$ cat config.mk
export PLATFORM = sky130hd
export DESIGN_NAME = dht_front
export DESIGN_NICKNAME = d
export VERILOG_FILES = /design/src/rtl/core/dht_pkg.sv /design/src/rtl/core/dht_front.sv
export SDC_FILE = /design/constraint.sdc
export NUM_CORES = 1
export LEC_CHECK = 0
export ABC_CLOCK_PERIOD_IN_PS = 4900
export BUFFER_PORTS_ARGS = -buffer_cell sky130_fd_sc_hd__buf_2
export CAP_MARGIN = 20
export CELL_PAD_IN_SITES_DETAIL_PLACEMENT = 2
export CELL_PAD_IN_SITES_GLOBAL_PLACEMENT = 2
export CORE_MARGIN = 2
export CORE_UTILIZATION = 33
export DETAILED_ROUTE_END_ITERATION = 7
export GPL_TIMING_DRIVEN = 1
export PLACE_DENSITY_LB_ADDON = 0.05
export SLEW_MARGIN = 20
export SYNTH_ARGS = -nofsm -noshare
export SYNTH_HDL_FRONTEND = slang
export SYNTH_SLANG_ARGS = --single-unit
$ cat constraint.sdc
create_clock -name clk -period 4.9 [get_ports clk]
set_input_delay 0.245 -clock clk [delete_from_list [all_inputs] [get_ports clk]]
set_output_delay 0.245 -clock clk [all_outputs]
set_load 0.01 [all_outputs]
$ cat src/rtl/core/dht_pkg.sv
`timescale 1ns / 1ps
// ----------------------------------------------------------------------------
// Double hash table package
// Shared types, constants and codes for the hash table engine.
// ----------------------------------------------------------------------------
package dht_pkg;

  localparam int SLOT_DEPTH = 1024;
  localparam int KEY_BITS   = 32;
  localparam int SLOT_W     = $clog2(SLOT_DEPTH);
  localparam int CNT_W      = $clog2(SLOT_DEPTH + 1);
  localparam int SIZE_W     = 11;
  localparam int PRB_W      = 10;
  localparam logic [SIZE_W-1:0] SIZE_RESET = SIZE_W'(1021);
  localparam logic [SIZE_W-1:0] SIZE_MIN   = SIZE_W'(5);
  localparam logic [SIZE_W-1:0] SIZE_MAX   = SIZE_W'(SLOT_DEPTH);

  typedef enum logic [1:0] {
    K_LOOKUP = 2'd0,
    K_INSERT = 2'd1,
    K_REMOVE = 2'd2,
    K_CLEAR  = 2'd3
  } kind_t;

  typedef enum logic [2:0] {
    ST_FOUND    = 3'd0,
    ST_INSERTED = 3'd1,
    ST_NOTFOUND = 3'd2,
    ST_REMOVED  = 3'd3,
    ST_FULL     = 3'd4,
    ST_CLEARED  = 3'd5
  } status_t;

  typedef enum logic [1:0] {
    TAG_EMPTY = 2'd0,
    TAG_LIVE  = 2'd1,
    TAG_TOMB  = 2'd2
  } tag_t;

  typedef struct packed {
    kind_t               kind;
    logic [KEY_BITS-1:0] key;
    logic [SIZE_W-1:0]   size;
    logic [SLOT_W-1:0]   pos;
    logic [SLOT_W-1:0]   step;
  } job_t;

  typedef enum logic [2:0] {
    BS_IDLE,
    BS_RD,
    BS_CHK,
    BS_CLR,
    BS_OUT
  } bstate_t;

  typedef enum logic [1:0] {
    FS_IDLE,
    FS_MOD,
    FS_PUSH
  } fstate_t;

endpackage

$ cat src/rtl/core/dht_front.sv
`timescale 1ns / 1ps
// ----------------------------------------------------------------------------
// Double hash table front end
// Accepts requests and computes the start slot and probe step by restoring
// division, one quotient bit per cycle for both moduli at once.
// ----------------------------------------------------------------------------
module dht_front import dht_pkg::*; (
  input  logic                clk,
  input  logic                rst_n,
  input  logic                in_valid,
  output logic                in_ready,
  input  logic [1:0]          in_kind,
  input  logic [31:0]         in_key,
  input  logic [31:0]         in_hash,
  input  logic [SIZE_W-1:0]   size_eff,
  output logic                q_push,
  output job_t                q_data,
  input  logic                q_full
);

  fstate_t             st_r, st_nxt;
  logic [31:0]         hash_r, hash_nxt;
  logic [SIZE_W:0]     ra_r, ra_nxt, rb_r, rb_nxt;
  logic [5:0]          bit_r, bit_nxt;
  kind_t               kind_r, kind_nxt;
  logic [KEY_BITS-1:0] key_r, key_nxt;
  logic [SIZE_W-1:0]   size_r, size_nxt;
  logic [SIZE_W:0]     ta, tb, sb;

  always_ff @(posedge clk) begin
    if (!rst_n) begin
      st_r <= FS_IDLE;
    end else begin
      st_r <= st_nxt;
    end
    hash_r <= hash_nxt;
    ra_r   <= ra_nxt;
    rb_r   <= rb_nxt;
    bit_r  <= bit_nxt;
    kind_r <= kind_nxt;
    key_r  <= key_nxt;
    size_r <= size_nxt;
  end

  always_comb begin
    st_nxt   = st_r;
    hash_nxt = hash_r;
    ra_nxt   = ra_r;
    rb_nxt   = rb_r;
    bit_nxt  = bit_r;
    kind_nxt = kind_r;
    key_nxt  = key_r;
    size_nxt = size_r;
    in_ready = 1'b0;
    q_push   = 1'b0;
    sb = {1'b0, size_r} - (SIZE_W+1)'(2);
    ta = {ra_r[SIZE_W-1:0], hash_r[31]};
    tb = {rb_r[SIZE_W-1:0], hash_r[31]};
    q_data.kind = kind_r;
    q_data.key  = key_r;
    q_data.size = size_r;
    q_data.pos  = SLOT_W'(ra_r);
    q_data.step = SLOT_W'(rb_r + (SIZE_W+1)'(1));
    unique case (st_r)
      FS_IDLE: begin
        in_ready = 1'b1;
        if (in_valid) begin
          hash_nxt = in_hash;
          kind_nxt = kind_t'(in_kind);
          key_nxt  = KEY_BITS'(in_key);
          size_nxt = size_eff;
          ra_nxt   = '0;
          rb_nxt   = '0;
          bit_nxt  = '0;
          st_nxt   = (in_kind == K_CLEAR) ? FS_PUSH : FS_MOD;
        end
      end
      FS_MOD: begin
        ra_nxt   = (ta >= {1'b0, size_r}) ? ta - {1'b0, size_r} : ta;
        rb_nxt   = (tb >= sb) ? tb - sb : tb;
        hash_nxt = {hash_r[30:0], 1'b0};
        bit_nxt  = bit_r + 6'd1;
        if (bit_r == 6'd31) begin
          st_nxt = FS_PUSH;
        end
      end
      FS_PUSH: begin
        if (!q_full) begin
          q_push = 1'b1;
          st_nxt = FS_IDLE;
        end
      end
      default: st_nxt = FS_IDLE;
    endcase
  end

endmodule

==> load_flow_metrics.sql <==
INSERT INTO impl_metrics (metric_group, metric, value, unit) VALUES
('worst_setup_path', 'setup.worst_path.end_class', 'flip-flop', ''),
('synth', 'yosysTopAreaCellShare', '56.3', '%'),
('synth', 'synth_area_leader', 'edfxtp_1', ''),
('power', 'netSwitchingFraction', '32.3', '%'),
('synth', 'yosys.cell_types.count', '49', ''),
('floorplanning', 'fp.dieW', '134', 'µm'),
('power', 'share_clk_of_total_power', '27.6', '%'),
('place', 'finalWeightedCongestion', '0.777', ''),
('floorplanning', 'floorplan.die_area', '18000', 'µm²'),
('grt', 'grt_first_pass_wirelength', '25200', 'µm'),
('final_layout', 'synthesis_to_layout_area_growth', '21.6', '%'),
('clocking', 'worst_skew_pair.late_latency', '0.36', 'ns'),
('final_layout', 'multi_input_area', '2210', 'µm²'),
('power', 'pwr-share-seq', '44.9', '%'),
('worst_setup_path', 'critical_path_required', '4.99', 'ns'),
('route', 'detail_route.iter0.violations', '154', ''),
('synth', 'syn_area', '5600', 'µm²'),
('route', 'drtPass1Iterations', '4', ''),
('power', 'power_per_cell_area', '403', 'nW/µm²'),
('worst_setup_path', 'setup.worst_path.class', 'flip-flop to flip-flop', ''),
('route', 'route.antenna.remaining_nets', '0', ''),
('clocking', 'clk_pin_slew_worst_paths', '0.08', 'ns'),
('route', 'postRouteWirelength', '15400', 'µm'),
('synth', 'postSynthAreaPerCell', '11.0', 'µm²'),
('clocking', 'post_cts_hold_buffer_count', '0', ''),
('power', 'leakagePower', '0.00290', 'µW'),
('power', 'net-switching-power', '885', 'µW'),
('synth', 'seq_area_frac_synth', '57.0', '%'),
('grt', 'pin_count_of_the_biggest_net_entering_global_routing', '61', ''),
('clocking', 'h-tree-depth', '3', ''),
('final_layout', 'fill_cells', '1832', ''),
('timing', 'timing_worst_slew_pin_value', '0.872', 'ns'),
('place', 'dpl.cell_count', '858', ''),
('place', 'port_buffers', '147', ''),
('synth', 'post_synth_edffs', '105', ''),
('timing', 'post-route-period-util', '74.3', '%'),
('power', 'power.total', '2740', 'µW'),
('grt', 'antenna_found_initial', '2', ''),
('final_layout', 'finish.utilization', '41.1', '%'),
('hold_path', 'min_path_type', 'input pin to flip-flop', ''),
('route', 'detail_route.drc_violations', '0', ''),
('power', 'power.share.combinational', '27.5', '%'),
('synth', 'synth.most_common_cell', 'nand2_1', ''),
('synth', 'ys_top_cells_by_area', 'edfxtp_1, nand2_1, ha_1', ''),
('timing', 'timing.setup.tns', '0', 'ns'),
('worst_setup_path', 'crit_path_start_kind', 'flip-flop', ''),
('synth', 'synth.cells.most_frequent', 'nand2_1, edfxtp_1, nor2_1, a21oi_1, ha_1', ''),
('synth', 'postSynthCellCount', '511', ''),
('timing', 'hold_viol_final', '0', ''),
('synth', 'postSynth.topFlopCell', 'edfxtp_1', ''),
('timing', 'maxSlewHeadroom', '41.9', '%'),
('synth', 'synth-async-reset-ratio', '0', '%'),
('worst_setup_path', 'critical_path_arrival', '3.73', 'ns'),
('floorplanning', 'chipHeight', '134', 'µm'),
('place', 'dp_hpwl', '11500', 'µm'),
('synth', 'synthesis.yosys.warnings', '0', ''),
('floorplanning', 'std_cell_rows', '47', ''),
('synth', 'syn_nets', '619', ''),
('outcome', 'result_of_the_run', 'finished, final reports clean', ''),
('timing', 'max_clock_freq', '0.275', 'GHz'),
('job', 'maxCapViolations', '0', ''),
('synth', 'postSynthRegisterBits', '107', ''),
('clocking', 'post-cts-setup-buffers', '0', ''),
('clocking', 'numCtsBuffers', '9', ''),
('final_layout', 'drive_above_1_share', '26.6', '%'),
('floorplanning', 'top_level_ports', '148', ''),
('timing', 'finalWorstPathRequiredPeriod', '3.64', 'ns'),
('route', 'route.detailed.vias_per_inst', '4.94', ''),
('grt', 'grt_overflow_total', '0', ''),
('timing', 'report.final.slew_viol_count', '0', ''),
('grt', 'gr-usage-all-layers', '17.9', '%');
-- critical path, cell delays in order, from the launching register on --
cell and delay (ns):
edfxtp_1 0.49, nor4_1 0.56, nand2_1 0.18, nor3_1 0.21
xnor2_1 0.16, ha_1 0.35, a21o_1 0.20, a21o_1 0.17
a211o_1 0.32, a21oi_4 0.43, mux2i_1 0.25, nor2_1 0.06
-- registers in the layout, summed over array words and instances (netlist names) --
register	cells
rb_r	11
hash_r	32
kind_r	2
ra_r	11
bit_r	6
st_r	2
key_r	32
size_r	11
-- power by group through the flow --
stage               registers (µW)  logic, µW  clock network [µW]
floorplan                     1250        526                   0
global route                  1250        853                 818
finish                        1230        755                 757
detailed placement            1260        765                   0
global placement              1250        735                   0
CTS                           1240        769                 789
-- layout make-up --
cell class | instances | share of cell area, %
flip-flops and latches | 107 | 46.9
diodes | 2 | 0.0735
inverters | 20 | 1.10
multi-input cells | 361 | 32.4
clock buffers | 9 | 3.31
clock inverters | 6 | 1.05
repair buffers | 150 | 11.1
well taps | 220 | 4.04
-- layout by cell type (no fill, tap or decap), types with 3 or more instances in the layout --
cell type and instances:
a21oi_1 25, a211o_1 4, nor3b_1 3, o21a_1 8, edfxtp_1 105, nand2_1 120
buf_4 3, xor2_1 8, a211oi_1 6, ha_1 25, nor2_1 34, inv_1 20
nor3_1 9, nand2b_1 3, nand3b_1 3, clkbuf_16 9, buf_2 147, nor4_1 3
a21o_1 5, and4_1 3, mux2i_1 9, o21ai_0 18, xnor2_1 22, nand3_1 14
nor2b_1 4
-- metrics by stage --
step / instance area (µm²) / setup WS, ns / hold WS (ns)
final: 6810 / 1.26 / 0.0535
after global routing: 6810 / 0.941 / 0.0392
after CTS: 6800 / 1.26 / 0.0353
after detailed placement: 6510 / 1.27 / 0.423
after global placement: 6510 / 1.45 / 0.421
after floorplan: 5600 / 1.45 / 0.344
-- logic make-up (layout without fill, tap and decap cells) --
logic type	after synthesis	count (layout)	share of synthesized area, %
and+or+nand+nor	210	210	16.5
xor gates and xnor gates	30	30	4.69
adders and majority gates	27	27	6.30
muxes	9	9	1.61
other	0	2	0
DFF	107	107	57.0
buffers and inverters	43	185	3.84
AOI/OAI and AO/OA	85	85	10.0
-- worst paths after layout --
path,start,endpoint,slack [ns],cells after the start
worst max-delay path,size_r[3],rb_r[4],1.26,11
worst min register to register,hash_r[22],hash_r[23],0.52,2
worst min-delay path,in_key[21],key_r[21],0.05,1
worst max register to register,size_r[3],rb_r[4],1.26,11
-- metal layers --
metal	GRT usage [%]	routed length (µm)	up-vias
li1	-	-	2092
met1	21.9	6510	2144
met2	31.7	8110	74
met3	3.33	522	12
met4	6.14	222	0
met5	0	0	-
Power figures use the tool's default switching activity.
