===== src/rtl/core/dht_pkg.sv =====
`timescale 1ns / 1ps
// ----------------------------------------------------------------------------
// Double hash table package
// Shared types, constants and codes for the hash table engine.
// ----------------------------------------------------------------------------
package dht_pkg;

  localparam int SLOT_DEPTH = 1024;
  localparam int KEY_BITS   = 32;
  localparam int SLOT_W     = $clog2(SLOT_DEPTH);
  localparam int CNT_W      = $clog2(SLOT_DEPTH + 1);
  localparam int SIZE_W     = 11;
  localparam int PRB_W      = 10;
  localparam logic [SIZE_W-1:0] SIZE_RESET = SIZE_W'(1021);
  localparam logic [SIZE_W-1:0] SIZE_MIN   = SIZE_W'(5);
  localparam logic [SIZE_W-1:0] SIZE_MAX   = SIZE_W'(SLOT_DEPTH);

  typedef enum logic [1:0] {
    K_LOOKUP = 2'd0,
    K_INSERT = 2'd1,
    K_REMOVE = 2'd2,
    K_CLEAR  = 2'd3
  } kind_t;

  typedef enum logic [2:0] {
    ST_FOUND    = 3'd0,
    ST_INSERTED = 3'd1,
    ST_NOTFOUND = 3'd2,
    ST_REMOVED  = 3'd3,
    ST_FULL     = 3'd4,
    ST_CLEARED  = 3'd5
  } status_t;

  typedef enum logic [1:0] {
    TAG_EMPTY = 2'd0,
    TAG_LIVE  = 2'd1,
    TAG_TOMB  = 2'd2
  } tag_t;

  typedef struct packed {
    kind_t               kind;
    logic [KEY_BITS-1:0] key;
    logic [SIZE_W-1:0]   size;
    logic [SLOT_W-1:0]   pos;
    logic [SLOT_W-1:0]   step;
  } job_t;

  typedef enum logic [2:0] {
    BS_IDLE,
    BS_RD,
    BS_CHK,
    BS_CLR,
    BS_OUT
  } bstate_t;

  typedef enum logic [1:0] {
    FS_IDLE,
    FS_MOD,
    FS_PUSH
  } fstate_t;

endpackage


===== src/rtl/core/dht_queue.sv =====
`timescale 1ns / 1ps
// ----------------------------------------------------------------------------
// Double hash table job queue
// Two-entry queue that decouples the front end from the probe engine.
// ----------------------------------------------------------------------------
module dht_queue import dht_pkg::*; (
  input  logic clk,
  input  logic rst_n,
  input  logic push,
  input  job_t din,
  output logic full,
  input  logic pop,
  output job_t dout,
  output logic nonempty
);

  job_t       mem_r [2];
  logic       wp_r, rp_r;
  logic [1:0] cnt_r;

  always_ff @(posedge clk) begin
    if (!rst_n) begin
      wp_r  <= 1'b0;
      rp_r  <= 1'b0;
      cnt_r <= 2'd0;
    end else begin
      if (push) wp_r <= ~wp_r;
      if (pop) rp_r <= ~rp_r;
      cnt_r <= cnt_r + {1'b0, push} - {1'b0, pop};
    end
    if (push) mem_r[wp_r] <= din;
  end

  assign full     = cnt_r == 2'd2;
  assign nonempty = cnt_r != 2'd0;
  assign dout     = mem_r[rp_r];

endmodule


===== config.mk =====
export PLATFORM = sky130hd
export DESIGN_NAME = dht_queue
export DESIGN_NICKNAME = d
export VERILOG_FILES = /design/src/rtl/core/dht_pkg.sv /design/src/rtl/core/dht_queue.sv
export SDC_FILE = /design/constraint.sdc
export NUM_CORES = 1
export LEC_CHECK = 0
export ABC_CLOCK_PERIOD_IN_PS = 5700
export BUFFER_PORTS_ARGS = -buffer_cell sky130_fd_sc_hd__buf_2
export CORE_ASPECT_RATIO = 1.25
export CORE_MARGIN = 1.5
export CORE_UTILIZATION = 30
export DETAILED_ROUTE_END_ITERATION = 7
export PLACE_DENSITY = 0.61
export SYNTH_ARGS = -nofsm -noshare
export SYNTH_HDL_FRONTEND = slang
export SYNTH_SLANG_ARGS = --single-unit

===== constraint.sdc =====
create_clock -name clk -period 5.7 [get_ports clk]
set_input_delay 0.57 -clock clk [delete_from_list [all_inputs] [get_ports clk]]
set_output_delay 0.57 -clock clk [all_outputs]
set_load 0.02 [all_outputs]

==> results of run 1 <==
power breakdown:
part,switching (W),internal (W),total [W]
Combinational,0.000156,0.000135,0.000291
Clock,0.000396,0.000770,0.00117
Sequential,0.0000199,0.00115,0.00117
worst max-delay path, stage by stage (launching register included):
cell and delay [ns]:
dfxtp_4 0.53, buf_4 0.75, mux2_2 0.42, buf_2 0.16
kinds of logic after synthesis:
family / share of synthesized area
flops: 0.781
mux: 0.179
buf+inv: 0.0156
simple gates: 0.0110
xor+xnor: 0.00611
fa+ha+maj: 0.00488
compound gates: 0.00147
how the worst min path moves through the flow:
stage | startpoint | to | slack, ns | cells past startpoint
2_1_floorplan | rp_r$_SDFFE_PN0P_ | flop | 0.55 | 2
6_report | din[64] | mem_r[1][64]$_DFFE_PP_ | 0.35 | 1
3_3_place_gp | rp_r$_SDFFE_PN0P_ | rp_r$_SDFFE_PN0P_ | 0.57 | 2
4_1_cts | din[4] | mem_r[1][4]$_DFFE_PP_ | 0.32 | 1
3_5_place_dp | rp_r$_SDFFE_PN0P_ | rp_r$_SDFFE_PN0P_ | 0.58 | 2
5_1_grt | din[6] | mem_r[1][6]$_DFFE_PP_ | 0.32 | 1
per-layer routing:
layer | global-route usage | part of all wire | wire, um | vias to the layer above
li1 | - | - | - | 1180
met1 | 0.120 | 0.40 | 3650 | 1232
met2 | 0.182 | 0.51 | 4680 | 86
met3 | 0.0478 | 0.069 | 630 | 13
met4 | 0.0464 | 0.018 | 161 | 0
met5 | 0 | 0 | 0 | -
synth_stat cells:
cell        n
buf_6       6
xnor3_1     1
ha_1        2
and2_1      4
mux2_4     50
xor2_1      1
edfxtp_1  130
nor2b_1     4
buf_2       1
inv_1       2
or2_2       1
dfxtp_1     5
o21a_1      1
mux2_2     15
per-stage QoR:
| step | instance area, um^2 | utilization | total power [W] | hold slack (ns) | instances |
|---|---|---|---|---|---|
| finish | 6660 | 0.397 | 0.00263 | 0.347 | 605 |
| global route | 6660 | 0.397 | 0.00273 | 0.316 | 605 |
| CTS | 6660 | 0.397 | 0.00266 | 0.315 | 605 |
| detailed placement | 6030 | 0.359 | 0.00149 | 0.578 | 573 |
| global placement | 6030 | 0.359 | 0.00148 | 0.569 | 573 |
| floorplan | 5120 | - | 0.00139 | 0.555 | 223 |
sequential cells by signal (all words and copies together) (netlist names), named ones only:
signal	cells
mem_r	130
wp_r	1
rp_r	1
cnt_r	2
area by class of cell:
cell class                 count  area, um^2  area share
clock buffer                  17         425      0.0638
clock inverter                15         208      0.0312
inverter                       2        7.51     0.00113
multi-input combinational     79        1050       0.158
sequential                   135        4010       0.601
tap                          220         275      0.0413
timing repair buffer         137         691       0.104
==> out/qor.txt, run 1 <==
R2r setup slk: 3.69 ns
Final Skew: 0.00596 ns
Worst path arrival time: 2.30 ns
Die Y: 149 um
Core box area: 16,800 um^2
Cell Rows: 53
Commonest non-fill, non-tap cell in the layout: buf_2
LEAKAGE: 2.62 nW
First-pass GRT wire length: 14.0 mm
CP Launch Type: flop
Share of the synthesized area in the top cell type: 0.762
Max Cap Viol: 0
Number of vias per cell: 4.15
R2R Path End: mem_r[0][0]$_DFFE_PP_
Unrepaired setup endpoints after global routing: false
Final setup vio count: 0
Syn nets: 294
I/O Buffers: 135
Mean post-synth cell area: 23.0 um^2
R2r startpoint: wp_r$_SDFFE_PN0P_
Via count: 2,511
Synth warn: 0
GR Overflow Total: 0
Layout cells sized above 1: 0.613
Drt total wl: 9.12 mm
Cell taking the most area after synthesis: edfxtp_1
Hpwl dp: 5.81 mm
Post-CTS Setup Bufs: 0
ANT cells: 0
Worst skew pair latency: 0.41 ns
Largest net degree at the start of global routing: 66
Unique masters post-synth: 14
I/O pins: 136
Fin nets: 443
Critical path type: reg -> out
Mapped Cells: 223
P per Cell Area: 394 nW/um^2
Min Tclk post-route: 2.87 ns
Initial DRC Count: 51
CTS buffer count: 17
GRT Util Overall: 0.108
PostCTS Resize Cnt: 0
Most frequent cells in the layout: 135 x buf_2, 130 x edfxtp_1, 50 x mux2_4, 17 x clkbuf_16, 15 x mux2_2
Pre-antenna DRT Iters: 4
Slew Limit Fails: 0
Reg clk slew, reported paths: 0.06 ns
Dpl ws: 3.19 ns
Final Hold Fails: 0
Routed Antenna Nets: 0
Max-slew headroom: 0.365
Die area: 17,900 um^2
Layout area overhead: 30.1%
Vias in the first global route: 2,680
Floorplan die width: 120 um
Register area share after synthesis: 0.781
DRC: 0
Clock Path Buffers: 2
Cts hold-fix bufs: 0
Htree depth: 4
Fmax: 349 MHz
Final clock period utilization by the worst path: 0.503
CTS tree: yes
Antenna violations before repair: 0
CP Capture Type: primary output
Crit-path max FO: 49
Outcome: finished, final reports clean
Required @ worst endpoint: 5.13 ns
Slew of the pin with the lowest slew margin: 0.953 ns
Gpl congestion: 0.659
Clock tree root buffer cell: clkbuf_16
Sum of negative setup slack: 0 ns
Fill cells: 1,523
Effective utilization at floorplan: 0.305
DR WL/cell: 15.1 um
Cell count of the worst reg-to-reg path: 2
VDD IR max: 0.000236 V
Synthesized cell area: 5120 um^2
Path type of the worst min-delay path: in -> reg
Worst setup margin: 2.83 ns
CTS sink cnt: 135
Critical Path End: dout[9]
Yosys reg bits: 135
Top cells by area, synth: edfxtp_1 76%, mux2_4 15%, mux2_2 3.3%
(Power assumes the default switching activity.)
==> run 2: changes to the inputs <==
--- a/config.mk
+++ b/config.mk
@@ -5,13 +5,13 @@
 export SDC_FILE = /design/constraint.sdc
 export NUM_CORES = 1
 export LEC_CHECK = 0
-export ABC_CLOCK_PERIOD_IN_PS = 5700
+export ABC_CLOCK_PERIOD_IN_PS = 2600
 export BUFFER_PORTS_ARGS = -buffer_cell sky130_fd_sc_hd__buf_2
 export CORE_ASPECT_RATIO = 1.25
 export CORE_MARGIN = 1.5
 export CORE_UTILIZATION = 30
 export DETAILED_ROUTE_END_ITERATION = 7
-export PLACE_DENSITY = 0.61
+export PLACE_DENSITY = 0.63
 export SYNTH_ARGS = -nofsm -noshare
 export SYNTH_HDL_FRONTEND = slang
 export SYNTH_SLANG_ARGS = --single-unit
==> constraint.sdc (replaced) <==
create_clock -name clk -period 2.6 [get_ports clk]
set_input_delay 0.26 -clock clk [delete_from_list [all_inputs] [get_ports clk]]
set_output_delay 0.26 -clock clk [all_outputs]
set_load 0.02 [all_outputs]
==> out/qor.txt, run 2 (synthesis gave the netlist of run 1 again) <==
Outcome: finished, final reports clean
Htree depth: 4 (unchanged)
GR Overflow Total: 0 (unchanged)
Clk pwr share: 0.419 (-0.025)
Largest regs: mem_r: 130 flops, cnt_r: 2 flops
Most frequent cells in the layout: 135 x buf_2, 130 x edfxtp_1, 50 x mux2_4, 17 x clkbuf_16, 15 x mux2_2
Clock tree root buffer cell: clkbuf_16
Sum of negative setup slack: 0 ns (unchanged)
P per Cell Area: 828 nW/um^2 (+110%)
Pre-antenna DRT Iters: 5 (+1)
First-pass GRT wire length: 13.7 mm (-2.4%)
PostCTS Resize Cnt: 0 (unchanged)
Cell Rows: 53 (unchanged)
Max Cap Viol: 0 (unchanged)
Critical path type: reg -> out
Clock Path Buffers: 2 (unchanged)
Max-slew headroom: 0.563 (+0.198)
Path type of the worst min-delay path: in -> reg
Vias in the first global route: 2,740 (+2.2%)
Int Power: 0.00424 W (+110%)
LEAKAGE: 2.61 nW (-0.50%)
Cts hold-fix bufs: 0 (unchanged)
Largest net degree at the start of global routing: 47 (-29%)
ANT cells: 0 (unchanged)
Die area: 17,900 um^2 (unchanged)
Routed Antenna Nets: 0 (unchanged)
Effective utilization at floorplan: 0.305 (unchanged)
Worst Hold Depth: 1 (unchanged)
Via count: 2,507 (-0.16%)
Hpwl dp: 6.01 mm (+3.5%)
Reg clk slew, reported paths: 0.06 ns (about the same)
Unrepaired setup endpoints after global routing: false
Drt total wl: 9.10 mm (-0.19%)
Crit-path max FO: 25 (-49%)
Sequential share of power: 0.464 (+0.019)
Final clock period utilization by the worst path: 0.811
Sw Share: 0.233 (+0.0148)
VDD IR max: 0.000363 V (+54%)
Slew of the pin with the lowest slew margin: 0.655 ns (-0.297 ns)
Final Core Density: 0.398 (+0.000522)
Combinational Power Share: 0.117 (+0.006)
Top delay family on crit path: flip-flops
Layout area overhead: 30.2%
Worst path arrival time: 1.85 ns (-0.45 ns)
Buf+Inv Stages, Crit Path: 2 (unchanged)
Cell count of the worst reg-to-reg path: 2 (unchanged)
Layout cells sized above 1: 0.619 (+0.00557)
Pwr Total: 0.00553 W (+110%)
Number of vias per cell: 4.12 (-0.65%)
DRC: 0 (unchanged)
Min Tclk post-route: 2.11 ns
WP depth: 3 (unchanged)
Slew Limit Fails: 0 (unchanged)
CP Capture Type: primary output
Net Sw Power: 0.00129 W (+120%)
CTS sink cnt: 135 (unchanged)
Post-CTS Setup Bufs: 0 (unchanged)
GRT Util Overall: 0.104 (-0.00426)
Core box area: 16,800 um^2 (unchanged)
CP Launch Type: flop
Initial DRC Count: 135 (+160%)
I/O pins: 136 (unchanged)
I/O Buffers: 135 (unchanged)
CTS buffer count: 17 (unchanged)
Floorplan die width: 120 um (unchanged)
Final Skew: 0.00647 ns (+0.000514 ns)
Final Hold Fails: 0 (unchanged)
Fin nets: 446 (+0.68%)
Top reg by flops: mem_r
Commonest non-fill, non-tap cell in the layout: buf_2
Fmax: 474 MHz
Slowest stage delay, CP: 0.63 ns (-0.12 ns)
Die Y: 149 um (unchanged)
Critical path's slowest cell: dfxtp_4
Fill cells: 1,546 (+1.5%)
Cell Chain, Critical Path: buf_12 -> mux2_2 -> buf_2
Final setup vio count: 0 (unchanged)
Worst hold margin: 0.0407 ns (-0.306 ns)
Worst skew pair latency: 0.40 ns (about the same)
DR WL/cell: 15.0 um (-0.68%)
Gpl congestion: 0.685 (+3.9%)
CTS tree: yes
Largest register FFs: 130 (unchanged)
Antenna violations before repair: 1 (+1)
Required @ worst endpoint: 2.34 ns (-2.79 ns)
-- run 2: cell types whose count changed in the layout (fill, tap and decap cells not counted), sizes merged --
cell      previous run  this run
buf                137       140
bufinv               5         2
clkbuf              17        18
clkinv               8         6
clkinvlp             1         4
inv                  3         4
-- run 2: path summary, 6_finish.rpt --
check,start,endpoint,slack [ns]
max reg2reg,wp_r$_SDFFE_PN0P_,mem_r[1][4]$_DFFE_PP_,1.04
min reg2reg,rp_r$_SDFFE_PN0P_,flop,0.57
max,flop,dout[64],0.49
min,din[11],mem_r[0][11]$_DFFE_PP_,0.04
-- run 2: per-layer routing --
metal | share of wire | vias up | GRT usage
met5 | 0.0014 | - | 0
met4 | 0.013 | 2 | 0.0429
met3 | 0.062 | 8 | 0.0463
met2 | 0.53 | 73 | 0.180
met1 | 0.40 | 1236 | 0.111
li1 | - | 1188 | -
-- run 2: power groups by stage --
stage | sequential, W | combinational, W | clock (W)
floorplan | 0.00259 | 0.000460 | 0
global placement | 0.00261 | 0.000643 | 0
detailed placement | 0.00261 | 0.000656 | 0
CTS | 0.00257 | 0.000657 | 0.00238
global route | 0.00258 | 0.000692 | 0.00247
finish | 0.00257 | 0.000644 | 0.00232
-- run 2: layout make-up --
cell class | instances | area (um^2) | share of cell area
tap | 220 | 275 | 0.0413
sequential | 135 | 4010 | 0.601
timing repair buffer | 140 | 751 | 0.113
clock inverter | 14 | 153 | 0.0229
multi-input combinational | 79 | 1050 | 0.157
inverter | 2 | 7.51 | 0.00113
clock buffer | 18 | 429 | 0.0643
-- run 2: per-stage QoR --
stage          setup WS (ns)  instance area, um^2  instances
5_1_grt                0.399                 6670        608
6_report               0.492                 6670        608
4_1_cts                0.440                 6670        608
3_3_place_gp           0.917                 6090        576
3_5_place_dp           0.884                 6090        576
2_1_floorplan          0.146                 5130        223
-- run 2: worst reg2reg max path: cells and delay by family (launching register included) --
kind                   cells  cell delay (ns)
buffers and inverters      1             0.32
AND/OR/NAND/NOR            1             0.51
flip-flops                 1             0.40
